==> src/rtl/core/adv_filter_unique_address_counter_assert.svh <==
// Assertion macros used by the counter's table RTL file.
// Each macro samples on the rising clock edge and is idle while reset is high.
`ifndef ADV_FILTER_UNIQUE_ADDRESS_COUNTER_ASSERT_SVH
`define ADV_FILTER_UNIQUE_ADDRESS_COUNTER_ASSERT_SVH

// The consequent must hold in the same cycle as the antecedent.
`define AUC_ASSERT_NOW(label, ante, cons, msg) \
   label: assert property (@(posedge clock) disable iff (reset) (ante) |-> (cons)) \
      else $error(msg);

// The consequent must hold in the cycle after the antecedent.
`define AUC_ASSERT_NEXT(label, ante, cons, msg) \
   label: assert property (@(posedge clock) disable iff (reset) (ante) |=> (cons)) \
      else $error(msg);

`endif

==> src/rtl/core/auc_pkg.sv <==
`default_nettype none

package auc_pkg;

   // Fixed field widths.
   localparam int ADDR_W      = 48;
   localparam int BYTE_W      = 8;
   localparam int COMPANY_W   = 16;
   localparam int INDEX_W     = 7;
   localparam int PACKETS_W   = 16;
   localparam int DEVICES_W   = 8;
   localparam int TOTAL_W     = 32;
   localparam int CSR_INDEX_W = 1;
   localparam int CSR_DATA_W  = 16;

   // Advertising structure constants.
   localparam logic [BYTE_W-1:0] MFG_TYPE        = 8'hFF;
   localparam logic [BYTE_W-1:0] MIN_MFG_LEN     = 8'd3;
   localparam logic [BYTE_W-1:0] MIN_SUBTYPE_LEN = 8'd4;

   // Register reset values.
   localparam logic [COMPANY_W-1:0] RESET_COMPANY = 16'h004C;
   localparam logic [BYTE_W-1:0]    RESET_SUBTYPE = 8'd9;

   // Register indexes.
   localparam logic [CSR_INDEX_W-1:0] CSR_TARGET_COMPANY = 1'd0;
   localparam logic [CSR_INDEX_W-1:0] CSR_TARGET_SUBTYPE = 1'd1;

   // Table sequencer states.
   typedef enum logic [2:0] {
      TBL_IDLE,
      TBL_READ,
      TBL_CMP,
      TBL_HIT,
      TBL_MISS
   } tbl_state_type;

   // Report flags after the current byte has been scanned.
   typedef struct packed {
      logic company_found;
      logic subtype_ok;
   } scan_flags_type;

   // Status and result of the address table.
   typedef struct packed {
      logic                 busy;
      logic                 done;
      logic                 new_device;
      logic                 table_full;
      logic [INDEX_W-1:0]   entry_index;
      logic [PACKETS_W-1:0] entry_packets;
      logic [DEVICES_W-1:0] unique_devices;
   } tbl_status_type;

endpackage

`default_nettype wire

==> src/rtl/core/auc_scan.sv <==
`default_nettype none

module auc_scan
   import auc_pkg::*;
(
   input  wire logic                 clock,
   input  wire logic                 reset,
   input  wire logic                 byte_valid,
   input  wire logic [BYTE_W-1:0]    data_byte,
   input  wire logic                 byte_last,
   input  wire logic [COMPANY_W-1:0] target_company,
   input  wire logic [BYTE_W-1:0]    target_subtype,
   output scan_flags_type            flags
);

   logic [BYTE_W-1:0] byte_offset_ff, byte_offset_in;
   logic [BYTE_W-1:0] structure_start_ff, structure_start_in;
   logic [BYTE_W-1:0] structure_length_ff, structure_length_in;
   logic [BYTE_W-1:0] structure_type_ff, structure_type_in;
   logic [BYTE_W-1:0] company_low_ff, company_low_in;
   logic              company_found_ff, company_found_in;
   logic              subtype_ok_ff, subtype_ok_in;

   logic [BYTE_W-1:0] rel;
   logic [BYTE_W-1:0] sc_start;
   logic [BYTE_W-1:0] sc_length;
   logic [BYTE_W-1:0] sc_type;
   logic [BYTE_W-1:0] sc_low;
   logic              sc_found;
   logic              sc_subtype;
   logic              company_hit;

   assign rel         = byte_offset_ff - structure_start_ff;
   assign company_hit = ({data_byte, company_low_ff} == target_company);

   // Walk the length/type structures one byte at a time.
   always_comb begin
      sc_start   = structure_start_ff;
      sc_length  = structure_length_ff;
      sc_type    = structure_type_ff;
      sc_low     = company_low_ff;
      sc_found   = company_found_ff;
      sc_subtype = subtype_ok_ff;
      if (rel == '0) begin
         // Length byte; an empty structure ends right here.
         sc_length = data_byte;
         sc_type   = '0;
         if (data_byte == '0) begin
            sc_start = structure_start_ff + 8'd1;
         end
      end else begin
         if (rel == 8'd1) begin
            sc_type = data_byte;
         end else if (rel == 8'd2) begin
            sc_low = data_byte;
         end else if (rel == 8'd3) begin
            if (structure_type_ff == MFG_TYPE && structure_length_ff >= MIN_MFG_LEN
                && company_hit) begin
               sc_found   = 1'b1;
               sc_subtype = 1'b0;
            end else begin
               // Clear the type so the subtype byte is not checked.
               sc_type = '0;
            end
         end else if (rel == 8'd4) begin
            if (structure_type_ff == MFG_TYPE && structure_length_ff >= MIN_SUBTYPE_LEN) begin
               sc_subtype = (data_byte == target_subtype);
            end
         end
         if (rel == structure_length_ff) begin
            sc_start = structure_start_ff + structure_length_ff + 8'd1;
         end
      end
   end

   assign flags.company_found = sc_found;
   assign flags.subtype_ok    = sc_subtype;

   // The final byte of a report clears the scan state for the next report.
   always_comb begin
      byte_offset_in      = byte_offset_ff;
      structure_start_in  = structure_start_ff;
      structure_length_in = structure_length_ff;
      structure_type_in   = structure_type_ff;
      company_low_in      = company_low_ff;
      company_found_in    = company_found_ff;
      subtype_ok_in       = subtype_ok_ff;
      if (byte_valid) begin
         if (byte_last) begin
            byte_offset_in      = '0;
            structure_start_in  = '0;
            structure_length_in = '0;
            structure_type_in   = '0;
            company_low_in      = '0;
            company_found_in    = 1'b0;
            subtype_ok_in       = 1'b0;
         end else begin
            byte_offset_in      = byte_offset_ff + 8'd1;
            structure_start_in  = sc_start;
            structure_length_in = sc_length;
            structure_type_in   = sc_type;
            company_low_in      = sc_low;
            company_found_in    = sc_found;
            subtype_ok_in       = sc_subtype;
         end
      end
   end

   always_ff @(posedge clock) begin
      if (reset) begin
         byte_offset_ff      <= '0;
         structure_start_ff  <= '0;
         structure_length_ff <= '0;
         structure_type_ff   <= '0;
         company_low_ff      <= '0;
         company_found_ff    <= 1'b0;
         subtype_ok_ff       <= 1'b0;
      end else begin
         byte_offset_ff      <= byte_offset_in;
         structure_start_ff  <= structure_start_in;
         structure_length_ff <= structure_length_in;
         structure_type_ff   <= structure_type_in;
         company_low_ff      <= company_low_in;
         company_found_ff    <= company_found_in;
         subtype_ok_ff       <= subtype_ok_in;
      end
   end

endmodule

`default_nettype wire

==> config.mk <==
export PLATFORM = sky130hd
export DESIGN_NAME = auc_scan
export DESIGN_NICKNAME = d
export VERILOG_FILES = /design/src/rtl/core/adv_filter_unique_address_counter_assert.svh /design/src/rtl/core/auc_pkg.sv /design/src/rtl/core/auc_scan.sv
export SDC_FILE = /design/constraint.sdc
export NUM_CORES = 1
export LEC_CHECK = 0
export BUFFER_PORTS_ARGS = -buffer_cell sky130_fd_sc_hd__buf_2
export CAP_MARGIN = 10
export CORE_MARGIN = 1.5
export CORE_UTILIZATION = 55
export DETAILED_ROUTE_END_ITERATION = 7
export PLACE_DENSITY_LB_ADDON = 0.1
export SYNTH_ARGS = -nofsm -noshare
export SYNTH_HDL_FRONTEND = slang
export SYNTH_SLANG_ARGS = --single-unit
==> constraint.sdc <==
create_clock -name clock -period 9.85 [get_ports clock]
set_input_delay 1.4775 -clock clock [delete_from_list [all_inputs] [get_ports clock]]
set_output_delay 1.4775 -clock clock [all_outputs]
set_load 0.005 [all_outputs]
**After elaboration in Yosys (flattened, before gate mapping)**

Cells that the tools add are included.

- Add/sub/neg operators: 5
- $lt $le $gt $ge: 2
- Equal/unequal tests: 13
- Muxes and demuxes: 31
- Reduce and logical (&&, ||, !) cells: 13

Operator list:

| cell | number |
|---|---|
| $mux W8 | 17 |
| $add A8 B1 Y8 const B | 3 |
| $eq A16 B16 Y1 | 1 |
| $eq A8 B2 Y1 const B | 2 |
| $eq A8 B8 Y1 | 2 |
| $logic_not A8 Y1 | 2 |
| $mux W1 | 14 |
| $add A8 B8 Y8 | 1 |
| $eq A8 B1 Y1 const B | 1 |
| $eq A8 B3 Y1 const B | 1 |
| $eq A8 B8 Y1 const B | 1 |
| $ge A8 B2 Y1 const B | 1 |
| $ge A8 B3 Y1 const B | 1 |
| $ne A4 B4 Y1 const B | 2 |
| $reduce_and A4 Y1 | 2 |
| $sub A8 B8 Y8 | 1 |
| $ne A2 B2 Y1 const B | 2 |
| $reduce_bool A2 Y1 | 2 |
| $reduce_bool A4 Y1 | 1 |
| $logic_and A1 B1 Y1 | 3 |
| $ne A3 B2 Y1 const B | 1 |
| $reduce_and A3 Y1 | 1 |
| $reduce_bool A3 Y1 | 1 |
| $reduce_and A2 Y1 | 1 |

- Flip-flop bits (word level): 42
- Logic and storage cells: 71

**Longest topological paths before layout**

Gate-level depths: netlist of run 1.

- Depth in word-level cells: 9
- Mapped depth: 14
- Mapped depth without buffers: 12

**Worst setup path after synthesis of run 1**

OpenSTA, ideal clock, no wires.

- Path type: register -> output
- Start: register structure_start_ff[0]
- End: output flags[0] (netlist name)
- Arrival time: 2,933 ps
- Required time: 8,373 ps
- Slack: 5,440 ps
- Cell stages (with the launch flop): 12
- Buffers on the path: 1
- Cells stage by stage: dfxtp_1 ha_1 inv_1 fa_1 nand3_1 nand2_2 or3_1 a211o_4 or2_2 o31a_1 or2_2 buf_4

- Cells in the longest elaborated chain, start to end: 7
- Elaborated cells on any way between the ends: 11
- Classes of those cells: add/sub: 1; eq/ne: 4; mux: 5; reduce/logical: 1

RTL lines:

| item | line | source |
|---|---|---|
| start, declared | auc_scan.sv:17 | `logic [BYTE_W-1:0] structure_start_ff, structure_start_in;` |
| start signal, assigned | auc_scan.sv:120 | `structure_start_ff <= structure_start_in;` |
| $sub A8 B8 Y8 * | auc_scan.sv:33 | `assign rel = byte_offset_ff - structure_start_ff;` |
| $eq A8 B3 Y1 | auc_scan.sv:65 | `end else if (rel == 8'd4) begin` |
| $mux W1 | auc_scan.sv:65 |  |
| $mux W1 | auc_scan.sv:56 | `end else if (rel == 8'd3) begin` |
| $mux W1 | auc_scan.sv:54 | `end else if (rel == 8'd2) begin` |
| $mux W1 | auc_scan.sv:52 | `if (rel == 8'd1) begin` |
| $mux W1 * | auc_scan.sv:44 | `if (rel == '0) begin` |
| end, declared | auc_scan.sv:13 | `output scan_flags_type flags` |

Mark *: on every way between the ends. The rest lies on a longest branch, timed or not.

==> reports/qor.txt, run 1 <==
die height: 80.4 um
combinational family with the most area after synthesis: simple AND/OR/NAND/NOR gates
cell count after synthesis: 406
Post-Syn Area: 3300 um^2
pin slew with the least headroom to its limit: 745 ps
Synth async-reset ratio: 0%
Compound-Gate Fraction of Synth Area: 21.2%
number of synthesized flops with an enable pin: 0
Yosys Warn Count: 0
CTS resizes: 0
DR pass1 iterations: 4
layout cells sized above 1: 13.7%
Synth Area in Simple Gates: 22.7%
syn_nets: 461
later-pin clock latency in the skew report: 300 ps
number of diodes: 0
Netlist cell types: 59
largest net degree at the start of global routing: 39
Setup crit start kind: register
Max-Cap Viols: 0
post-route ant nets: 0
maximum fanout along the worst path: 8
run status: finished, final reports clean
Leak Pwr: 1.42 nW
final hold violations: 0
clk buf depth: 2
drt drc: 0
FF+latch count, synth: 42
first-pass GRT wire length: 13000 um
Total Wirelength: 8020 um
Slew Viols, Final: 0
core area: 5850 um^2
setup TNS: 0 ps
CTS sink count: 42
area post-placement: 3460 um^2
Vias: 2938
vias in the first global route: 2687
dpl cells: 499
H-tree depth: 2
clock tree from TritonCTS: yes
drt wl/cell: 15.8 um
unrepaired setup endpoints after global routing: no
Worst slew margin: 50.3%
Final Instance Area: 3600 um^2
Post-synth top flop: dfxtp_1
maximum VDD drop: 0.000175 V
WP data arrival: 3470 ps
Avg Cell Area, Syn: 8.12 um^2
Final GP Congestion: 0.851
post-synthesis mux area share: 2.47%
fin crit share: 50.3%
Root Buffer Master: clkbuf_8
fin crit period: 4950 ps
initial drt markers: 249
critical path required time: 8370 ps
achievable clock frequency: 202 MHz
P&R area growth vs syn: 9.22%
hold_buf cts: 0
fin cells: 507
port bufs: 37
initial core utilization: 56.4%
PD cells: 234 nW/um^2
Die X-Extent: 80.4 um
GRT Total Usage: 26.2%
number of top-level pins: 38
worst hold slack: 456 ps
Setup Skew: 5.50 ps
Clock Pin Slew Worst Setup and Hold Paths: 80 ps
Worst Setup End Kind: output pin
Nets: 486
cts bufs inserted: 5
Final Power: 843 uW
Hold WC Path Type: reg2reg
Synth Area in Adders: 7.67%
Via density: 5.79
hpwl dp: 6120 um
Post-Synth XOR/XNOR Area: 14.6%
Post-CTS Setup Inserts: 0
Die Area: 6470 um^2
Core Rows: 28
Setup-failing EPs final: 0
Seq/Total Area, Yosys: 25.5%
antenna violations before repair: 0
GRT overflow: 0
Crit Path Category: reg2out
## through the flow
step	utilization (%)	setup WS, ps
after floorplan	-	5440
after global routing	61.5	4730
final	61.5	4900
after detailed placement	59.1	5010
after CTS	61.5	4880
after global placement	59.1	5050
## cell type report
cell class | count | area [um^2]
clock buffer | 6 | 82.6
timing repair buffer | 37 | 185
sequential | 42 | 841
fill | 523 | 2250
multi-input combinational | 325 | 2260
tap | 75 | 93.8
inverter | 20 | 75.1
clock inverter | 2 | 60.1
## worst paths after layout
kind | from | to | slack (ps) | depth (start not counted)
setup / recovery | structure_start_ff[0]$_SDFFE_PP0P_ | flags[0] | 4900 | 11
hold / removal | structure_type_ff[4]$_SDFFE_PP0P_ | structure_type_ff[4]$_SDFFE_PP0P_ | 460 | 2
setup reg to reg | structure_start_ff[0]$_SDFFE_PP0P_ | structure_start_ff[6]$_SDFFE_PP0P_ | 6100 | 11
hold reg to reg | structure_type_ff[4]$_SDFFE_PP0P_ | structure_type_ff[4]$_SDFFE_PP0P_ | 460 | 2
## critical path: stages (launching register included)
cell     delay (ps)
dfxtp_1         490
ha_1            200
inv_1            50
fa_1            430
nand3_1         140
nand2_2          90
or3_1           360
a211o_4         390
or2_2           320
o31a_1          310
or2_2           270
buf_2           130
## synth_stat cells (3+ instances only)
| master | instances | area, um^2 |
|---|---|---|
| nand2_1 | 30 | 113 |
| nor2b_1 | 12 | 75.1 |
| o2111ai_1 | 8 | 70.1 |
| or4_1 | 5 | 37.5 |
| a22oi_1 | 8 | 60.1 |
| nor3_1 | 6 | 30.0 |
| a21oi_1 | 20 | 100 |
| ha_1 | 17 | 213 |
| o21ai_0 | 22 | 110 |
| and3_1 | 3 | 18.8 |
| buf_6 | 3 | 33.8 |
| mux2i_1 | 7 | 70.1 |
| nand2b_1 | 6 | 37.5 |
| xor2_1 | 32 | 280 |
| or3_1 | 7 | 43.8 |
| clkbuf_1 | 10 | 37.5 |
| o211ai_1 | 8 | 60.1 |
| dfxtp_1 | 42 | 841 |
| o21ai_1 | 3 | 15.0 |
| a31oi_1 | 3 | 18.8 |
| buf_4 | 3 | 22.5 |
| o21a_1 | 5 | 37.5 |
| nor2_1 | 45 | 169 |
| nor4_1 | 10 | 62.6 |
| nand4_1 | 8 | 50.1 |
| xnor2_1 | 16 | 140 |
| inv_1 | 19 | 71.3 |
| nand3_1 | 7 | 35.0 |
| a21oi_2 | 3 | 26.3 |
## per-layer routing
metal	up-vias	GRT usage [%]	wire, um
li1	1499	-	-
met4	0	6.72	71
met5	-	0	0
met2	82	44.5	3890
met1	1351	34.8	3630
met3	6	3.41	429
## flip-flops by register name, indices dropped and copies added, names as in the netlist
signal,count
byte_offset_ff,8
company_found_ff,1
company_low_ff,8
structure_length_ff,8
structure_start_ff,8
structure_type_ff,8
subtype_ok_ff,1
## report_power, final
group          total, mW  switching (mW)  leakage [nW]  internal (mW)
logic              0.474           0.294          1.01          0.180
registers          0.197          0.0153         0.339          0.182
clock network      0.172          0.0633        0.0714          0.108
total              0.843           0.373          1.42          0.470
## cell families (layout without fill, tap and decap cells)
family / after synthesis / in the layout
AOI/OAI and AO/OA: 99 / 99
muxes: 8 / 8
and+or+nand+nor: 148 / 148
adders and majority gates: 19 / 19
buffers and inverters: 39 / 65
xor gates and xnor gates: 51 / 51
DFF: 42 / 42
## layout by cell type, fill, tap and decap left out, drive strengths merged, types with 5 or more instances in the layout
cell type / n
mux2i: 7
nand2b: 6
inv: 19
a22oi: 8
xnor2: 17
nor3: 8
nand3: 7
buf: 37
nand2: 31
nor2: 45
ha: 17
or4: 5
or3: 7
nor4: 10
o2111ai: 8
dfxtp: 42
a21oi: 24
nor2b: 12
xor2: 32
clkbuf: 6
o21ai: 25
nand4: 8
o211ai: 8
o21a: 5
(Power assumes the default switching activity.)
==> run 2: changes to the inputs <==
Clock period 9.85 ns to 4.7 ns, I/O delays scaled along.
==> reports/qor.txt, run 2 (synthesis results as in run 1) <==
initial core utilization: 56.4% (unchanged)
Setup-failing EPs final: 0 (unchanged)
CTS sink count: 42 (unchanged)
Worst Setup End Kind: output pin
cts bufs inserted: 5 (unchanged)
worst hold slack: 453 ps (-3.10 ps)
Slew Viols, Final: 0 (unchanged)
port bufs: 37 (unchanged)
fin crit period: 4170 ps
Crit Path Category: reg2out
Reg2Reg Setup Slack: 910 ps (-5190 ps)
Setup crit start kind: register
layout cells sized above 1: 13.7% (unchanged)
Final GP Congestion: 0.899 (+5.7%)
CTS resizes: 0 (unchanged)
# fillers: 539 (+3.1%)
pin slew with the least headroom to its limit: 713 ps (-32.0 ps)
RR Endpoint: structure_start_ff[6]$_SDFFE_PP0P_
Via density: 5.87 (+1.2%)
Hold WC Path Type: reg2reg
Die Area: 6470 um^2 (unchanged)
post-route ant nets: 0 (unchanged)
Worst slew margin: 52.4% (+2.1 points)
unrepaired setup endpoints after global routing: no
most used cell, CP: or2_2
commonest non-fill, non-tap cell in the layout: nor2_1
P&R area growth vs syn: 8.35%
Die X-Extent: 80.4 um (unchanged)
reg2reg path depth: 11 (unchanged)
first-pass GRT wire length: 13000 um (+0.11%)
CP Launch Point: structure_start_ff[0]$_SDFFE_PP0P_
Core Rows: 28 (unchanged)
Post-CTS Setup Inserts: 0 (unchanged)
Vias: 2974 (+1.2%)
Total Wirelength: 7840 um (-2.4%)
clock tree from TritonCTS: yes
critical path required time: 3990 ps (-4380 ps)
setup TNS: 0 ps (unchanged)
CP Cell Sequence: ha_1 > inv_1 > fa_1 > nand3_1 > nand2_2 > or3_1 > a211o_4 > or2_2 > o31a_1 > or2_2 > buf_2
drt wl/cell: 15.5 um (-2.4%)
final hold violations: 0 (unchanged)
H-tree depth: 2 (unchanged)
reg2reg start: structure_start_ff[0]$_SDFFE_PP0P_
PD cells: 473 nW/um^2 (+100%)
number of top-level pins: 38 (unchanged)
Leak Pwr: 1.40 nW (-1.5%)
Critical Path Slowest Stage Cell: dfxtp_1
hold path depth: 2 (unchanged)
DR pass1 iterations: 4 (unchanged)
drt drc: 0 (unchanged)
number of diodes: 0 (unchanged)
Clock Pin Slew Worst Setup and Hold Paths: 80 ps (about the same)
vias in the first global route: 2731 (+1.6%)
Setup Skew: 5.81 ps (+0.310 ps)
later-pin clock latency in the skew report: 300 ps (about the same)
run status: finished, final reports clean
clk buf depth: 2 (unchanged)
hpwl dp: 6020 um (-1.6%)
Max-Cap Viols: 0 (unchanged)
antenna violations before repair: 0 (unchanged)
core area: 5850 um^2 (unchanged)
GRT Total Usage: 26.0% (-0.14 points)
hold_buf cts: 0 (unchanged)
achievable clock frequency: 240 MHz
largest net degree at the start of global routing: 39 (unchanged)
maximum fanout along the worst path: 8 (unchanged)
most frequent cells in the layout: 45 x nor2_1, 42 x dfxtp_1, 37 x buf_2
maximum VDD drop: 0.000260 V (+48%)
die height: 80.4 um (unchanged)
Nets: 486 (unchanged)
initial drt markers: 157 (-37%)
Setup crit end: flags[0]
GRT overflow: 0 (unchanged)
fin crit share: 88.8%
WP data arrival: 3470 ps (about the same)
crit-path max cell delay: 480 ps (about the same)
Root Buffer Master: clkbuf_8
[run 2: where the power goes]
group	internal, mW	switching [mW]	total, mW
Sequential	0.381	0.0298	0.411
Combinational	0.378	0.608	0.986
Clock	0.158	0.134	0.292
Total	0.916	0.772	1.69
[run 2: worst min path at each step]
stage	start	endpoint	slack, ps
floorplan	structure_type_ff[0]$_SDFFE_PP0P_	structure_type_ff[0]$_SDFFE_PP0P_	430
global placement	structure_type_ff[0]$_SDFFE_PP0P_	structure_type_ff[0]$_SDFFE_PP0P_	440
detailed placement	structure_type_ff[0]$_SDFFE_PP0P_	structure_type_ff[0]$_SDFFE_PP0P_	440
CTS	structure_type_ff[0]$_SDFFE_PP0P_	structure_type_ff[0]$_SDFFE_PP0P_	450
global route	structure_type_ff[5]$_SDFFE_PP0P_	structure_type_ff[5]$_SDFFE_PP0P_	490
finish	structure_type_ff[0]$_SDFFE_PP0P_	structure_type_ff[0]$_SDFFE_PP0P_	450
[run 2: worst max-delay path: cells and delay by family, from the launching register on]
kind	cells	cell delay [ps]
adder cells (fa/ha/maj)	2	640
AO/OA/AOI/OAI	2	700
buffers and inverters	2	180
flip-flops	1	480
AND/OR/NAND/NOR	5	1170
[run 2: metal layers]
layer | global-route usage (%) | vias to the layer above | share of wire [%]
li1 | - | 1495 | -
met1 | 34.6 | 1374 | 45
met2 | 42.5 | 96 | 47
met3 | 4.89 | 9 | 5.7
met4 | 8.10 | 0 | 1.6
met5 | 0 | - | 0
[run 2: per-stage QoR]
step           total power [mW]  util (%)  worst slack, ps  cells  cell area, um^2
2_1_floorplan              1.29         -             1060    406             3300
3_3_place_gp               1.37      59.1              946    499             3460
3_5_place_dp               1.40      59.1              869    499             3460
4_1_cts                    1.69      61.1              516    507             3570
5_1_grt                    1.83      61.1              369    507             3570
6_report                   1.69      61.1              528    507             3570
[run 2: final cells by class]
cell class / instances / area (um^2) / share of cell area, %
tap: 75 / 93.8 / 2.63
timing repair buffer: 37 / 185 / 5.18
multi-input combinational: 325 / 2260 / 63.4
sequential: 42 / 841 / 23.5
clock inverter: 3 / 45.0 / 1.26
clock buffer: 5 / 68.8 / 1.93
inverter: 20 / 75.1 / 2.10
==> run 3: changes to the inputs <==
Settings changed: ABC_AREA from default to 1, CTS_CLUSTER_SIZE from default to 16.
==> reports/qor.txt, run 3 <==
WP data arrival: 2800 ps (-670 ps)
Yosys Warn Count: 0 (unchanged)
vias in the first global route: 2903 (+6.3%)
number of top-level pins: 38 (unchanged)
Die Area: 6740 um^2 (+4.2%)
number of cells on the critical path: 14 (+3)
port bufs: 37 (unchanged)
Vias: 3412 (+15%)
achievable clock frequency: 285 MHz (+19%)
Slew Viols, Final: 0 (unchanged)
H-tree depth: 2 (unchanged)
hpwl dp: 6710 um (+11%)
Clock Pin Slew Worst Setup and Hold Paths: 90 ps (about the same)
# fillers: 591 (+9.6%)
Post-synth top cells: 128 x nand2_1, 70 x nor2_1, 64 x inv_1
DR pass1 iterations: 5 (+1)
unrepaired setup endpoints after global routing: no
post-route ant nets: 0 (unchanged)
hold_buf cts: 0 (unchanged)
Critical Path Slowest Stage Cell: dfxtp_1
first-pass GRT wire length: 13400 um (+2.7%)
critical path required time: 3990 ps (about the same)
drt wl/cell: 13.1 um (-15%)
leading area contributor after synthesis: dfxtp_1
Setup crit end: flags[1]
reg2reg start: structure_start_ff[5]$_SDFFE_PP0P_
fin crit share: 74.6% (-14 points)
run status: finished, final reports clean
initial core utilization: 57.5% (+1.1 points)
final hold violations: 0 (unchanged)
CTS resizes: 0 (unchanged)
die height: 82.1 um (+2.1%)
cts bufs inserted: 5 (unchanged)
Nets: 620 (+28%)
Post-CTS Setup Inserts: 0 (unchanged)
crit-path leading delay family: simple AND/OR/NAND/NOR gates
cell count after synthesis: 537 (+32%)
syn_nets: 592 (+28%)
Hold WC Path Type: reg2reg
clk buf depth: 2 (unchanged)
most frequent cell after synthesis: nand2_1
Setup Skew: 14.2 ps (+8.37 ps)
pin slew with the least headroom to its limit: 912 ps (+198 ps)
GRT Total Usage: 25.9% (-0.14 points)
crit-path max cell delay: 430 ps (-50 ps)
Max-Cap Viols: 0 (unchanged)
clock tree from TritonCTS: yes
most frequent cells in the layout: 128 x nand2_1, 70 x nor2_1, 64 x inv_1
core area: 5990 um^2 (+2.4%)
Avg Cell Area, Syn: 6.41 um^2 (-21%)
Via density: 5.32 (-9.3%)
GRT overflow: 0 (unchanged)
CP Launch Point: structure_start_ff[5]$_SDFFE_PP0P_
Worst Setup End Kind: output pin
Post-synth top flop: dfxtp_1
Reg2Reg Setup Slack: 1400 ps (+490 ps)
layout cells sized above 1: 12.4% (-1.3 points)
RR Endpoint: structure_length_ff[2]$_SDFFE_PP0P_
Die X-Extent: 82.1 um (+2.1%)
Worst slew margin: 39.1% (-13 points)
Synth top area share: 24.4% (-1.1 points)
Leak Pwr: 1.74 nW (+24%)
number of synthesized flops with an enable pin: 0 (unchanged)
initial drt markers: 175 (+11%)
largest cells by area after synthesis: dfxtp_1 24%, nand2_1 14%, nor2_1 7.6%, inv_1 7.0%, nand3_1 6.8%
Post-Syn Area: 3440 um^2 (+4.4%)
WP buf/inv: 4 (+2)
reg2reg path depth: 15 (+4)
Setup crit start kind: register
Synth async-reset ratio: 0% (unchanged)
CTS sink count: 42 (unchanged)
setup TNS: 0 ps (unchanged)
Setup-failing EPs final: 0 (unchanged)
number of diodes: 0 (unchanged)
later-pin clock latency in the skew report: 300 ps (about the same)
antenna violations before repair: 0 (unchanged)
Final Power: 949 uW (-44%)
Root Buffer Master: clkbuf_8
PD cells: 255 nW/um^2 (-46%)
Final GP Congestion: 0.913 (+1.5%)
drt drc: 0 (unchanged)
Crit Path Category: reg2out
maximum VDD drop: 0.000128 V (-51%)
fin crit period: 3500 ps (-668 ps)
Total Wirelength: 8390 um (+7.0%)
P&R area growth vs syn: 8.00%
CP Cell Sequence: inv_1 > ha_1 > nand2_1 > inv_1 > a21oi_1 > nand2_1 > nand2_1 > nand2_1 > nor2_2 > nand2_1 > nor2_2 > inv_1 > o21ai_0 > buf_2
most used cell, CP: nand2_1
Seq/Total Area, Yosys: 24.4% (-1.1 points)
Core Rows: 28 (unchanged)
maximum fanout along the worst path: 6 (-2)
largest net degree at the start of global routing: 32 (-18%)
commonest non-fill, non-tap cell in the layout: nand2_1
Netlist cell types: 36 (-39%)
FF+latch count, synth: 42 (unchanged)
-- run 3: cell types whose count changed in the layout (fill, tap and decap cells not counted), moves of 8 or more --
cell and change:
nor4_1 -9, nand2_1 +98, o2111ai_1 -8, inv_1 +45, nor2b_1 -12, nor2_1 +25, nand3_1 +40, xor2_1 -12
a21oi_1 +24
-- run 3: worst min path at each step --
stage | from | end | slack, ps | cells after the start
5_1_grt | company_found_ff$_SDFFE_PP0P_ | company_found_ff$_SDFFE_PP0P_ | 490 | 2
2_1_floorplan | company_found_ff$_SDFFE_PP0P_ | company_found_ff$_SDFFE_PP0P_ | 430 | 2
3_3_place_gp | company_found_ff$_SDFFE_PP0P_ | company_found_ff$_SDFFE_PP0P_ | 440 | 2
6_report | company_found_ff$_SDFFE_PP0P_ | company_found_ff$_SDFFE_PP0P_ | 460 | 2
4_1_cts | company_found_ff$_SDFFE_PP0P_ | company_found_ff$_SDFFE_PP0P_ | 460 | 2
3_5_place_dp | company_found_ff$_SDFFE_PP0P_ | company_found_ff$_SDFFE_PP0P_ | 450 | 2
-- run 3: worst register-to-register path: cells and delay by family, from the launching register on --
family | cells | cell delay, ps
AOI/OAI and AO/OA | 3 | 560
DFF | 1 | 430
buffers and inverters | 3 | 490
adders and majority gates | 1 | 370
and+or+nand+nor | 8 | 1380
-- run 3: logic make-up after synthesis --
kind of cell    count (synthesis)  synth area share (%)
simple gates                  288                  37.6
xor+xnor                       38                  9.67
buf+inv                        81                  9.81
compound gates                 69                  11.2
flops                          42                  24.4
fa+ha+maj                      19                  7.34
-- run 3: power by group --
group,total (mW),switching (mW),leakage (nW),internal [mW]
clock,0.242,0.138,0.0441,0.105
sequential,0.396,0.0206,0.344,0.376
combinational,0.310,0.194,1.35,0.116
-- run 3: metrics by stage --
stage | hold WS, ps | area [um^2] | util, % | setup slack (ps) | cells
floorplan | 425 | 3440 | - | 1830 | 537
global placement | 438 | 3630 | 60.5 | 1550 | 633
detailed placement | 447 | 3630 | 60.5 | 1480 | 633
CTS | 461 | 3720 | 62.1 | 1210 | 641
global route | 494 | 3720 | 62.1 | 951 | 641
finish | 458 | 3720 | 62.1 | 1200 | 641
-- run 3: final cells by class --
cell class	count	area, um^2	area share [%]
multi-input cells	414	2260	60.9
flip-flops and latches	42	841	22.6
inverters	65	244	6.56
repair buffers	37	185	4.98
well taps	75	93.8	2.52
clock buffers	5	68.8	1.85
clock inverters	3	21.3	0.572
-- run 3: per-layer routing --
layer	global-route usage (%)	vias to the layer above	part of all wire, %
met1	37.3	1537	49
met5	0	-	0
met3	2.97	12	5.1
li1	-	1771	-
met2	40.7	92	44
met4	7.29	0	1.7
